**config.mk**
```make
export PLATFORM = sky130hd
export DESIGN_NAME = servo_bus_packet_master_core
export DESIGN_NICKNAME = d
export VERILOG_FILES = /design/src/rtl/sbpm_pkg.sv /design/src/rtl/sbpm_fifo.sv /design/src/rtl/sbpm_front.sv /design/src/rtl/sbpm_back.sv /design/src/rtl/servo_bus_packet_master_core.sv
export SDC_FILE = /design/constraint.sdc
export NUM_CORES = 1
export LEC_CHECK = 0
export ABC_AREA = 1
export BUFFER_PORTS_ARGS = -buffer_cell sky130_fd_sc_hd__buf_2
export CORE_UTILIZATION = 25
export CTS_CLUSTER_SIZE = 40
export DETAILED_ROUTE_END_ITERATION = 8
export GPL_ROUTABILITY_DRIVEN = 0
export PLACE_DENSITY = 0.42
export SLEW_MARGIN = 20
export SYNTH_ARGS = -nofsm -noshare
export SYNTH_HDL_FRONTEND = slang
export SYNTH_SLANG_ARGS = --single-unit
```
**constraint.sdc**
```tcl
create_clock -name i_clk -period 7.4 [get_ports i_clk]
set_clock_uncertainty 0.05 [all_clocks]
set_input_delay 1.48 -clock i_clk [delete_from_list [all_inputs] [get_ports i_clk]]
set_output_delay 1.48 -clock i_clk [all_outputs]
set_load 0.01 [all_outputs]
```
**src/rtl/sbpm_pkg.sv**
```systemverilog
// Shared types and constants for the servo bus packet master.
`timescale 1ns / 1ps

package sbpm_pkg;

    // Input action codes
    typedef enum logic [2:0] {
        ACT_WR_BYTE = 3'd0,
        ACT_WR_WORD = 3'd1,
        ACT_RD_WORD = 3'd2,
        ACT_RX      = 3'd3,
        ACT_TIMEOUT = 3'd4
    } t_action;

    // Completion failure causes
    typedef enum logic [1:0] {
        CAUSE_NONE      = 2'd0,
        CAUSE_TIMEOUT   = 2'd1,
        CAUSE_BAD_HDR   = 2'd2,
        CAUSE_SERVO_ERR = 2'd3
    } t_cause;

    // Result kinds
    localparam logic KIND_TX   = 1'b0;
    localparam logic KIND_DONE = 1'b1;

    // Protocol bytes
    localparam logic [7:0] HDR_BYTE   = 8'hFF;
    localparam logic [7:0] INST_READ  = 8'h02;
    localparam logic [7:0] INST_WRITE = 8'h03;
    localparam logic [7:0] LEN_SHORT  = 8'd4;
    localparam logic [7:0] LEN_WORD   = 8'd5;
    localparam logic [7:0] READ_COUNT = 8'd2;

    // Reply lengths and byte positions
    localparam logic [3:0] WRITE_REPLY_LEN = 4'd6;
    localparam logic [3:0] READ_REPLY_LEN  = 4'd8;
    localparam logic [2:0] RPOS_ID         = 3'd2;
    localparam logic [2:0] RPOS_ERR        = 3'd4;
    localparam logic [2:0] RPOS_LO         = 3'd5;
    localparam logic [2:0] RPOS_HI         = 3'd6;

    // Last frame byte index for short and word frames
    localparam logic [3:0] LAST_SHORT = 4'd7;
    localparam logic [3:0] LAST_WORD  = 4'd8;

    // Default job queue depth
    localparam int QUEUE_DEPTH = 4;

    // Job passed from the front to the back
    typedef struct packed {
        logic        is_done;
        t_action     op;
        logic [7:0]  id;
        logic [7:0]  addr;
        logic [15:0] data;
        logic [7:0]  csum;
        logic        ok;
        t_cause      cause;
        logic [7:0]  err;
    } t_job;

endpackage

```
**src/rtl/sbpm_fifo.sv**
```systemverilog
// Short job queue between the front and back of the packet master.
`timescale 1ns / 1ps

module sbpm_fifo #(
    parameter int DEPTH = sbpm_pkg::QUEUE_DEPTH
) (
    input  logic          i_clk,
    input  logic          i_rst_n,
    input  logic          i_push,
    input  sbpm_pkg::t_job i_job,
    output logic          o_full,
    input  logic          i_pop,
    output sbpm_pkg::t_job o_job,
    output logic          o_empty
);

    localparam int PW = (DEPTH > 1) ? $clog2(DEPTH) : 1;
    localparam int CW = $clog2(DEPTH + 1);
    localparam logic [PW-1:0] PTR_LAST = PW'(DEPTH - 1);
    localparam logic [CW-1:0] CNT_FULL = CW'(DEPTH);

    sbpm_pkg::t_job r_mem [DEPTH];
    logic [PW-1:0]  r_wr_ptr, r_rd_ptr;
    logic [CW-1:0]  r_cnt;
    logic           do_push, do_pop;

    assign o_full  = (r_cnt == CNT_FULL);
    assign o_empty = (r_cnt == '0);
    assign do_push = i_push && !o_full;
    assign do_pop  = i_pop && !o_empty;
    assign o_job   = r_mem[r_rd_ptr];

    // Store pushed jobs
    always_ff @(posedge i_clk) begin
        if (do_push) begin
            r_mem[r_wr_ptr] <= i_job;
        end
    end

    // Advance pointers and fill count
    always_ff @(posedge i_clk) begin
        if (!i_rst_n) begin
            r_wr_ptr <= '0;
            r_rd_ptr <= '0;
            r_cnt    <= '0;
        end else begin
            if (do_push) begin
                r_wr_ptr <= (r_wr_ptr == PTR_LAST) ? '0 : r_wr_ptr + 1'b1;
            end
            if (do_pop) begin
                r_rd_ptr <= (r_rd_ptr == PTR_LAST) ? '0 : r_rd_ptr + 1'b1;
            end
            case ({do_push, do_pop})
                2'b10:   r_cnt <= r_cnt + 1'b1;
                2'b01:   r_cnt <= r_cnt - 1'b1;
                default: r_cnt <= r_cnt;
            endcase
        end
    end

endmodule

```
**src/rtl/sbpm_front.sv**
```systemverilog
// Front end: accepts items, tracks the reply and queues frame and completion jobs.
`timescale 1ns / 1ps

module sbpm_front (
    input  logic           i_clk,
    input  logic           i_rst_n,
    input  logic           i_in_valid,
    output logic           o_in_ready,
    input  logic [2:0]     i_action,
    input  logic [7:0]     i_servo_id,
    input  logic [7:0]     i_reg_address,
    input  logic [15:0]    i_write_value,
    input  logic [7:0]     i_rx_byte,
    input  logic           i_q_full,
    output logic           o_push,
    output sbpm_pkg::t_job o_job
);

    logic       r_awaiting, n_awaiting;
    logic       r_is_read, n_is_read;
    logic [7:0] r_exp_id, n_exp_id;
    logic [2:0] r_cnt, n_cnt;
    logic       r_hdr_ok, n_hdr_ok;
    logic [7:0] r_err, n_err;
    logic [7:0] r_lo, n_lo;
    logic [7:0] r_hi, n_hi;

    logic       accept;
    sbpm_pkg::t_action act;
    logic [7:0] len_b, inst_b, p0_b, p1_b, sum_b;
    logic [3:0] need, pos_next;

    assign o_in_ready = !i_q_full;
    assign accept     = i_in_valid && o_in_ready;
    assign act        = sbpm_pkg::t_action'(i_action);

    // Frame fields and checksum of a command
    always_comb begin
        len_b  = (act == sbpm_pkg::ACT_WR_WORD) ? sbpm_pkg::LEN_WORD : sbpm_pkg::LEN_SHORT;
        inst_b = (act == sbpm_pkg::ACT_RD_WORD) ? sbpm_pkg::INST_READ : sbpm_pkg::INST_WRITE;
        p0_b   = (act == sbpm_pkg::ACT_RD_WORD) ? sbpm_pkg::READ_COUNT : i_write_value[7:0];
        p1_b   = (act == sbpm_pkg::ACT_WR_WORD) ? i_write_value[15:8] : 8'd0;
        sum_b  = i_servo_id + len_b + inst_b + i_reg_address + p0_b + p1_b;
    end

    assign need     = r_is_read ? sbpm_pkg::READ_REPLY_LEN : sbpm_pkg::WRITE_REPLY_LEN;
    assign pos_next = {1'b0, r_cnt} + 4'd1;

    // Classify the item, update reply tracking, build the job
    always_comb begin
        n_awaiting = r_awaiting;
        n_is_read  = r_is_read;
        n_exp_id   = r_exp_id;
        n_cnt      = r_cnt;
        n_hdr_ok   = r_hdr_ok;
        n_err      = r_err;
        n_lo       = r_lo;
        n_hi       = r_hi;
        o_push     = 1'b0;
        o_job      = '0;
        o_job.id   = i_servo_id;
        o_job.addr = i_reg_address;
        o_job.data = i_write_value;
        o_job.csum = ~sum_b;
        o_job.op   = act;
        if (accept) begin
            case (act)
                sbpm_pkg::ACT_WR_BYTE, sbpm_pkg::ACT_WR_WORD, sbpm_pkg::ACT_RD_WORD: begin
                    o_push     = 1'b1;
                    n_awaiting = 1'b1;
                    n_is_read  = (act == sbpm_pkg::ACT_RD_WORD);
                    n_exp_id   = i_servo_id;
                    n_cnt      = '0;
                    n_hdr_ok   = 1'b1;
                    n_err      = '0;
                    n_lo       = '0;
                    n_hi       = '0;
                end
                sbpm_pkg::ACT_RX: begin
                    if (r_awaiting) begin
                        // Check header and id, capture error and value bytes
                        if (r_cnt <= 3'd1 && i_rx_byte != sbpm_pkg::HDR_BYTE) begin
                            n_hdr_ok = 1'b0;
                        end
                        if (r_cnt == sbpm_pkg::RPOS_ID && i_rx_byte != r_exp_id) begin
                            n_hdr_ok = 1'b0;
                        end
                        if (r_cnt == sbpm_pkg::RPOS_ERR) begin
                            n_err = i_rx_byte;
                        end
                        if (r_cnt == sbpm_pkg::RPOS_LO) begin
                            n_lo = i_rx_byte;
                        end
                        if (r_cnt == sbpm_pkg::RPOS_HI) begin
                            n_hi = i_rx_byte;
                        end
                        n_cnt = r_cnt + 3'd1;
                        if (pos_next >= need) begin
                            n_awaiting    = 1'b0;
                            n_cnt         = '0;
                            o_push        = 1'b1;
                            o_job.is_done = 1'b1;
                            o_job.data    = '0;
                            if (!n_hdr_ok) begin
                                o_job.cause = sbpm_pkg::CAUSE_BAD_HDR;
                            end else if (n_err != 8'd0) begin
                                o_job.cause = sbpm_pkg::CAUSE_SERVO_ERR;
                                o_job.err   = n_err;
                            end else begin
                                o_job.ok    = 1'b1;
                                o_job.cause = sbpm_pkg::CAUSE_NONE;
                                o_job.data  = r_is_read ? {n_hi, n_lo} : 16'd0;
                            end
                        end
                    end
                end
                sbpm_pkg::ACT_TIMEOUT: begin
                    if (r_awaiting) begin
                        n_awaiting    = 1'b0;
                        n_cnt         = '0;
                        o_push        = 1'b1;
                        o_job.is_done = 1'b1;
                        o_job.data    = '0;
                        o_job.cause   = sbpm_pkg::CAUSE_TIMEOUT;
                    end
                end
                default: begin
                    o_push = 1'b0;
                end
            endcase
        end
    end

    // Hold reply tracking state
    always_ff @(posedge i_clk) begin
        if (!i_rst_n) begin
            r_awaiting <= 1'b0;
            r_is_read  <= 1'b0;
            r_exp_id   <= '0;
            r_cnt      <= '0;
            r_hdr_ok   <= 1'b0;
            r_err      <= '0;
            r_lo       <= '0;
            r_hi       <= '0;
        end else begin
            r_awaiting <= n_awaiting;
            r_is_read  <= n_is_read;
            r_exp_id   <= n_exp_id;
            r_cnt      <= n_cnt;
            r_hdr_ok   <= n_hdr_ok;
            r_err      <= n_err;
            r_lo       <= n_lo;
            r_hi       <= n_hi;
        end
    end

endmodule

```
**src/rtl/sbpm_back.sv**
```systemverilog
// Back end: expands queued jobs into frame bytes and completions on the output register.
`timescale 1ns / 1ps

module sbpm_back (
    input  logic           i_clk,
    input  logic           i_rst_n,
    input  sbpm_pkg::t_job i_job,
    input  logic           i_empty,
    output logic           o_pop,
    output logic           o_out_valid,
    input  logic           i_out_ready,
    output logic           o_result_kind,
    output logic [7:0]     o_tx_byte,
    output logic           o_last_byte,
    output logic           o_done_ok,
    output logic [1:0]     o_fail_cause,
    output logic [7:0]     o_servo_error,
    output logic [15:0]    o_read_value
);

    logic [3:0] r_idx, n_idx;
    logic       r_valid;
    logic       r_kind, r_last, r_ok;
    logic [7:0] r_tx, r_err;
    logic [1:0] r_cause;
    logic [15:0] r_val;

    logic       adv, load, job_last;
    logic [3:0] last_idx;
    logic [7:0] sel_byte;

    assign adv      = !r_valid || i_out_ready;
    assign load     = adv && !i_empty;
    assign last_idx = (i_job.op == sbpm_pkg::ACT_WR_WORD) ? sbpm_pkg::LAST_WORD
                                                          : sbpm_pkg::LAST_SHORT;
    assign job_last = i_job.is_done || (r_idx == last_idx);
    assign o_pop    = load && job_last;
    assign n_idx    = o_pop ? 4'd0 : r_idx + 4'd1;

    // Pick the frame byte at the current index
    always_comb begin
        case (r_idx)
            4'd0, 4'd1: sel_byte = sbpm_pkg::HDR_BYTE;
            4'd2:       sel_byte = i_job.id;
            4'd3:       sel_byte = (i_job.op == sbpm_pkg::ACT_WR_WORD) ? sbpm_pkg::LEN_WORD
                                                                       : sbpm_pkg::LEN_SHORT;
            4'd4:       sel_byte = (i_job.op == sbpm_pkg::ACT_RD_WORD) ? sbpm_pkg::INST_READ
                                                                       : sbpm_pkg::INST_WRITE;
            4'd5:       sel_byte = i_job.addr;
            4'd6:       sel_byte = (i_job.op == sbpm_pkg::ACT_RD_WORD) ? sbpm_pkg::READ_COUNT
                                                                       : i_job.data[7:0];
            4'd7:       sel_byte = (i_job.op == sbpm_pkg::ACT_WR_WORD) ? i_job.data[15:8]
                                                                       : i_job.csum;
            default:    sel_byte = i_job.csum;
        endcase
    end

    // Advance the byte index within a job
    always_ff @(posedge i_clk) begin
        if (!i_rst_n) begin
            r_idx   <= '0;
            r_valid <= 1'b0;
        end else begin
            if (load) begin
                r_idx <= n_idx;
            end
            if (adv) begin
                r_valid <= !i_empty;
            end
        end
    end

    // Load the output register
    always_ff @(posedge i_clk) begin
        if (load) begin
            if (i_job.is_done) begin
                r_kind  <= sbpm_pkg::KIND_DONE;
                r_tx    <= '0;
                r_last  <= 1'b0;
                r_ok    <= i_job.ok;
                r_cause <= i_job.cause;
                r_err   <= i_job.err;
                r_val   <= i_job.data;
            end else begin
                r_kind  <= sbpm_pkg::KIND_TX;
                r_tx    <= sel_byte;
                r_last  <= job_last;
                r_ok    <= 1'b0;
                r_cause <= sbpm_pkg::CAUSE_NONE;
                r_err   <= '0;
                r_val   <= '0;
            end
        end
    end

    assign o_out_valid   = r_valid;
    assign o_result_kind = r_kind;
    assign o_tx_byte     = r_tx;
    assign o_last_byte   = r_last;
    assign o_done_ok     = r_ok;
    assign o_fail_cause  = r_cause;
    assign o_servo_error = r_err;
    assign o_read_value  = r_val;

endmodule

```
**src/rtl/servo_bus_packet_master_core.sv**
```systemverilog
// Top level of the half-duplex servo bus packet master.
//
//   Channel   Dir  Handshake                 Payload
//   input     in   i_in_valid / o_in_ready   action, servo_id, reg_address, write_value, rx_byte
//   output    out  o_out_valid / i_out_ready result_kind, tx_byte, last_byte, done_ok,
//                                            fail_cause, servo_error, read_value
//
// The front takes one item per cycle while the job queue has room; reply bytes,
// timeouts and ignored items are accepted on the same terms.
// A command expands into 8 or 9 output results (one frame byte each); a
// completion into one. The back's byte index picks each frame byte in turn.
// The queue (QUEUE_DEPTH jobs) lets the front keep accepting while the output stalls.
// Reset is synchronous and active low.
`timescale 1ns / 1ps

module servo_bus_packet_master_core #(
    parameter int QUEUE_DEPTH = sbpm_pkg::QUEUE_DEPTH
) (
    input  logic        i_clk,
    input  logic        i_rst_n,
    input  logic        i_in_valid,
    output logic        o_in_ready,
    input  logic [2:0]  i_action,
    input  logic [7:0]  i_servo_id,
    input  logic [7:0]  i_reg_address,
    input  logic [15:0] i_write_value,
    input  logic [7:0]  i_rx_byte,
    output logic        o_out_valid,
    input  logic        i_out_ready,
    output logic        o_result_kind,
    output logic [7:0]  o_tx_byte,
    output logic        o_last_byte,
    output logic        o_done_ok,
    output logic [1:0]  o_fail_cause,
    output logic [7:0]  o_servo_error,
    output logic [15:0] o_read_value
);

    sbpm_pkg::t_job push_job, head_job;
    logic           push, pop, q_full, q_empty;

    // Accept and classify items
    sbpm_front u_front (
        .i_clk         (i_clk),
        .i_rst_n       (i_rst_n),
        .i_in_valid    (i_in_valid),
        .o_in_ready    (o_in_ready),
        .i_action      (i_action),
        .i_servo_id    (i_servo_id),
        .i_reg_address (i_reg_address),
        .i_write_value (i_write_value),
        .i_rx_byte     (i_rx_byte),
        .i_q_full      (q_full),
        .o_push        (push),
        .o_job         (push_job)
    );

    // Queue jobs between the two sides
    sbpm_fifo #(
        .DEPTH (QUEUE_DEPTH)
    ) u_fifo (
        .i_clk   (i_clk),
        .i_rst_n (i_rst_n),
        .i_push  (push),
        .i_job   (push_job),
        .o_full  (q_full),
        .i_pop   (pop),
        .o_job   (head_job),
        .o_empty (q_empty)
    );

    // Emit frame bytes and completions
    sbpm_back u_back (
        .i_clk         (i_clk),
        .i_rst_n       (i_rst_n),
        .i_job         (head_job),
        .i_empty       (q_empty),
        .o_pop         (pop),
        .o_out_valid   (o_out_valid),
        .i_out_ready   (i_out_ready),
        .o_result_kind (o_result_kind),
        .o_tx_byte     (o_tx_byte),
        .o_last_byte   (o_last_byte),
        .o_done_ok     (o_done_ok),
        .o_fail_cause  (o_fail_cause),
        .o_servo_error (o_servo_error),
        .o_read_value  (o_read_value)
    );

endmodule
```
### Word level (Yosys, flattened, before mapping)

Memory sizes are Yosys's and may differ from the RTL's. A register that Yosys moved wholly into a read port is not among the register bits.
Index checks and enable logic that the tools add are counted.
W data, S select, Z words.

| cells by class | value |
|---|---|
| reductions and logical operators | 25 |
| mux-type cells | 74 |
| add/sub/neg operators | 12 |
| eq/ne operators | 27 |
| magnitude comparators | 2 |
| bitwise logic cells | 1 |

Operators by type and width:

| cell | count |
|---|---|
| $mux W8 | 16 |
| $mux W16 | 7 |
| $pmux W8 S7 | 1 |
| $pmux W8 S2 | 3 |
| $add A8 B8 Y8 | 5 |
| $mux W11 | 3 |
| $pmux W16 S2 | 1 |
| $mux W1 | 24 |
| $eq A4 B3 Y1 const B | 4 |
| $eq A3 B3 Y1 const B | 5 |
| $eq A3 B2 Y1 const B | 4 |
| $mux W2 | 6 |
| $mux W4 | 3 |
| $mux W3 | 3 |
| $pmux W3 S3 | 1 |
| $eq A4 B2 Y1 const B | 2 |
| $ne A8 B8 Y1 | 1 |
| $ne A8 B8 Y1 const B | 1 |
| $not A8 Y8 | 1 |
| $reduce_bool A8 Y1 | 1 |
| $logic_and A1 B1 Y1 | 7 |
| $add A3 B1 Y3 const B | 2 |
| $eq A2 B2 Y1 const B | 3 |
| $eq A3 B1 Y1 const B | 2 |
| 25 further kinds | 35 |

| storage, ports and cells | value |
|---|---|
| register bits after elaboration | 87 |
| output and inout bits | 39 |
| input port bits | 47 |
| memories kept | 1 |
| logic and storage cells | 162 |
| memory bits (writable) | 220 |

Memory list:

| name | depth | width | read ports | clocked after memory_dff | write ports | line | source |
|---|---|---|---|---|---|---|---|
| u_fifo.r_mem | 4 | 55 | 1 | 1 | 1 | sbpm_fifo.sv:22 | `sbpm_pkg::t_job r_mem [DEPTH];` |

### Depth between registers and ports, before layout

| depth | value |
|---|---|
| word-level depth | 12 |
| mapped depth | 19 |
| gate-level depth less buffers | 19 |

### Hierarchy

A second synthesis with hierarchy kept.

| second synthesis, totals | value |
|---|---|
| cell total of the unflattened synthesis | 1468 |
| area total of the unflattened synthesis | 14787.9 µm² |

By module, submodules not included:

| module | cells an instance | area each (µm²) | times used | seq. area each (µm²) |
|---|---|---|---|---|
| sbpm_fifo | 602 | 8648.3 | 1 | 6786.5 |
| sbpm_front | 578 | 3752.3 | 1 | 760.7 |
| sbpm_back | 288 | 2387.3 | 1 | 1211.2 |

### Worst setup path after synthesis

OpenSTA, ideal clock, no wires.

| path | value |
|---|---|
| path kind | input -> register |
| start | input port i_action[1] |
| end | memory u_fifo.r_mem[3][0] in the netlist's numbering (enable) |
| required time | 6.882 ns |
| buffers on the path | 0 |
| library setup time | 0.468 ns |
| stages | 8 |
| slack | 2.300 ns |
| data arrival time | 4.582 ns |
| path through | nand2_1 > nor2_2 > inv_2 > nor2_2 > nand2_1 > nand3_1 > inv_2 > nor2_1 |

| between the ends | value |
|---|---|
| longest elaborated chain between the ends | 7 |
| elaborated cells on any way between the ends | 11 |
| those cells by class | eq/ne (4); mux (4); reduce/logical (3) |

Ends and longest elaborated chain:

| item | line | source |
|---|---|---|
| from (decl) | servo_bus_packet_master_core.sv:23 | `input logic [2:0] i_action,` |
| $eq A3 B2 Y1 (tied with other cells) | sbpm_front.sv:67 | `case (act)` |
| $reduce_or A3 Y1 | sbpm_front.sv:67 |  |
| $pmux W1 S3 (*) | sbpm_front.sv:67 |  |
| $mux W1 (*) | sbpm_front.sv:66 | `if (accept) begin` |
| $logic_and A1 B1 Y1 (*) | sbpm_fifo.sv:29 | `assign do_push = i_push && !o_full;` |
| $mux W1 (*) | sbpm_fifo.sv:35 | `if (do_push) begin` |
| $mux W1 (not written as such) (*) | sbpm_fifo.sv:36 | `r_mem[r_wr_ptr] <= i_job;` |
| to (decl) | sbpm_fifo.sv:22 |  |

Every way passes the cells marked *; elsewhere a longest branch is shown, timed or not.

==> flow_metrics.env <==
export IMPL_p_per_area_nw_per_um2=346
export IMPL_r2r_slack_ps=3190
export IMPL_reg2reg_to="u_fifo.r_cnt[2]$_SDFFE_PN0P_"
export IMPL_yosysMostFrequentCell="nand2_1"
export IMPL_drt_pass1_iter_count=4
export IMPL_hold_start="u_front.r_err[1]$_SDFFE_PN0P_"
export IMPL_cts_tree="yes"
export IMPL_cts_buffer_depth=3
export IMPL_slew_headroom_pct=34.9
export IMPL_ys_flop_type="edfxtp_1"
export IMPL_yosys_area_top_type_share_pct=54.6
export IMPL_end_kind="flip-flop"
export IMPL_ys_top_cells_by_area="edfxtp_1 (55%), nand2_1 (8.7%), dfxtp_1 (7.4%)"
export IMPL_diodes=0
export IMPL_netlist_area_sq_um=14100
export IMPL_grt_max_degree=78
export IMPL_rows=86
export IMPL_required_ps=7630
export IMPL_dieArea_sq_um=57500
export IMPL_drtIter0Drc=549
export IMPL_maxCapViolCount=0
export IMPL_syn_area_per_cell_sq_um=10.1
export IMPL_wl_per_cell_um=17.9
export IMPL_syn_nets=1494
export IMPL_port_buffers=85
export IMPL_power_mw=5.76
export IMPL_worstSetupPathType="input port to flip-flop"
export IMPL_yosys_area_top_type="edfxtp_1"
export IMPL_max_stage_delay_ps=740
export IMPL_crit_path_top_delay_cell="nor3_1"
export IMPL_cp_start_kind="input port"
export IMPL_hpwl_mm=26.9
export IMPL_p_leak_nw=6.34
export IMPL_viasPerCell=4.39
export IMPL_grt_pass1_vias=9768
export IMPL_fp_dieW_um=240
export IMPL_grt_use_total_pct=14.2
export IMPL_fp_coreArea_sq_um=55500
export IMPL_gr_total_overflow=0
export IMPL_antenna_left=0
export IMPL_fin_crit_ps=4990
export IMPL_maxSlewViolCount=0
export IMPL_vias=9906
export IMPL_design_area_sq_um=16600
export IMPL_dpl_cell_count=2189
export IMPL_start_util_pct=25.5
export IMPL_netlist_instances=1401
export IMPL_cts_clk_slew_worst_paths_ps=60
export IMPL_ir_drop_mv=0.146
export IMPL_pin_count=86
export IMPL_regArea_sq_um=8760
export IMPL_antenna_found_initial=2
export IMPL_cp_max_fo=7
export IMPL_grt_pass1_wl_mm=60.9
export IMPL_setup_viol=0
export IMPL_drive_above_1_share_pct=12.8
export IMPL_crit_family="adder cells"
export IMPL_dpl_cell_area_sq_um=15400
export IMPL_cts_made_buffers=38
export IMPL_postCtsHoldBufs=0
export IMPL_rsz0062_at_grt="no"
export IMPL_crit_buf_inv=4
export IMPL_min_delay_path_depth=2
export IMPL_status="finished, final reports clean"
export IMPL_finalCritPeriodShare_pct=67.5
export IMPL_finalSetupTns_ps=0
export IMPL_drc=0
export IMPL_synth_commonest_cells="nand2_1 (327), edfxtp_1 (257), nor2_1 (157), inv_1 (124), o21ai_0 (107)"
export IMPL_path_common_cell="nand2_1"
export IMPL_die_h_um=240
export IMPL_wl_mm=40.5
export IMPL_area_delta_synth_final_pct=17.6
export IMPL_fin_ws_ps=2410
export IMPL_multi_input_area_sq_um=4650
export IMPL_whs_endpoint="u_front.r_err[1]$_SDFFE_PN0P_"
export IMPL_n_fill_cell=5823
export IMPL_clock_fmax_mhz=200
export IMPL_ctsResizeCount=0
export IMPL_insertion_delay_ps=570
export IMPL_layout_cells_non_filler=2259
export IMPL_netlist_cell_type_count=42
export IMPL_cts_setup_buffers=0
export IMPL_finalHoldViolCount=0
export IMPL_worst_r2r_cell_count=18
export IMPL_min_path_type="flip-flop to flip-flop"
export IMPL_htreeDepth=2
export IMPL_async_flop_share_pct=0
export IMPL_place_ws_ps=1750
export IMPL_cts_root_buf="clkbuf_16"
export IMPL_synth_edf_count=257
export IMPL_cts_sinks=309
export IMPL_crit_chain="buf_2 -> inv_1 -> nor3_1 -> nand2_1 -> fa_1 -> inv_1 -> fa_1 -> ha_1 -> fa_1 -> a21oi_1 -> o21ai_0 -> nand2_1 -> nand2_1 -> a21oi_1 -> inv_1 -> nand2_1 -> nand2_1"
export IMPL_nets=1574
export IMPL_worst_slew_pin_slew_ps=968
export IMPL_yosys_warnings=0
export IMPL_arrival_ps=5230
export IMPL_ys_seq_elements=309
export IMPL_ys_seq_area_share_pct=61.9
[metal layers]
| layer | wire length [um] | vias up | GRT usage, % |
|---|---|---|---|
| li1 | - | 4903 | - |
| met1 | 19500 | 4779 | 19.4 |
| met2 | 18500 | 169 | 22.8 |
| met3 | 1680 | 53 | 2.65 |
| met4 | 836 | 2 | 4.52 |
| met5 | 13 | - | 0 |
[cells by family (layout without fill, tap and decap cells)]
kind of cell	after synthesis	after routing	share of synthesized area, %
buffers and inverters	191	301	5.46
AOI/OAI and AO/OA	232	232	8.93
adders and majority gates	46	46	4.92
DFF	309	309	61.9
muxes	1	1	0.0796
and+or+nand+nor	610	610	17.9
xor gates and xnor gates	12	12	0.743
[cells in the final DEF, fill, tap and decap left out, types with 5 or more instances in the layout]
| master | count |
|---|---|
| dfxtp_1 | 50 |
| o22a_1 | 6 |
| inv_1 | 124 |
| nand2_2 | 5 |
| buf_2 | 85 |
| nor2_4 | 5 |
| nand2_1 | 327 |
| inv_2 | 12 |
| o22ai_1 | 27 |
| clkbuf_16 | 39 |
| xor2_1 | 5 |
| xnor2_1 | 7 |
| nand3_1 | 93 |
| o21ai_0 | 107 |
| nor2_2 | 8 |
| fa_1 | 16 |
| ha_1 | 30 |
| a21oi_1 | 67 |
| edfxtp_1 | 257 |
| clkinv_2 | 5 |
| clkinv_1 | 5 |
| nor2_1 | 153 |
| o211ai_1 | 5 |
| buf_4 | 10 |
| clkbuf_1 | 9 |
| o21ai_1 | 12 |
[flip-flops by register name, summed over array words and instances (netlist names), 2 cells and up, named ones only]
| name | count |
|---|---|
| u_fifo.r_rd_ptr | 2 |
| u_back.o_read_value | 16 |
| u_front.r_exp_id | 8 |
| u_fifo.r_mem | 220 |
| u_front.r_lo | 8 |
| u_back.r_idx | 4 |
| u_back.o_fail_cause | 2 |
| u_back.o_servo_error | 8 |
| u_front.r_hi | 8 |
| u_front.r_err | 8 |
| u_fifo.r_cnt | 3 |
| u_back.o_tx_byte | 8 |
| u_fifo.r_wr_ptr | 2 |
| u_front.r_cnt | 3 |
[worst max path at each step]
stage	start	to	slack, ps	cells past startpoint
floorplan	i_action[1]	u_fifo.r_mem[3][0]$_DFFE_PP_	2300	8
global placement	i_action[0]	u_fifo.r_mem[0][18]$_DFFE_PP_	1790	17
detailed placement	i_action[0]	u_fifo.r_mem[1][18]$_DFFE_PP_	1750	17
CTS	i_action[0]	u_fifo.r_mem[0][18]$_DFFE_PP_	2360	17
global route	i_action[0]	u_fifo.r_mem[1][18]$_DFFE_PP_	2180	17
finish	i_action[0]	u_fifo.r_mem[0][18]$_DFFE_PP_	2410	17
[power by group]
group	internal [mW]	total [mW]	switching, mW	leakage (nW)
combinational	0.456	1.58	1.12	2.95
sequential	2.20	2.29	0.0939	2.79
clock	1.13	1.89	0.756	0.604
[stage by stage]
stage,hold slack [ps],util [%]
final,411,29.9
after global routing,433,29.9
after CTS,412,29.9
after detailed placement,403,27.7
after global placement,398,27.7
after floorplan,387,-
[layout make-up]
cell class              count  share of cell area (%)
inverters                 136                    3.07
repair buffers             95                    3.01
clock buffers              50                    6.24
well taps                 748                    5.63
clock inverters            20                    1.36
flip-flops and latches    309                    52.7
multi-input cells         901                    28.0
[worst min-delay path, stage by stage (launching register included)]
cell and delay (ps):
dfxtp_1 300, nand2_1 60, a21oi_1 50
No activity file was read; power rests on OpenSTA's default activity.
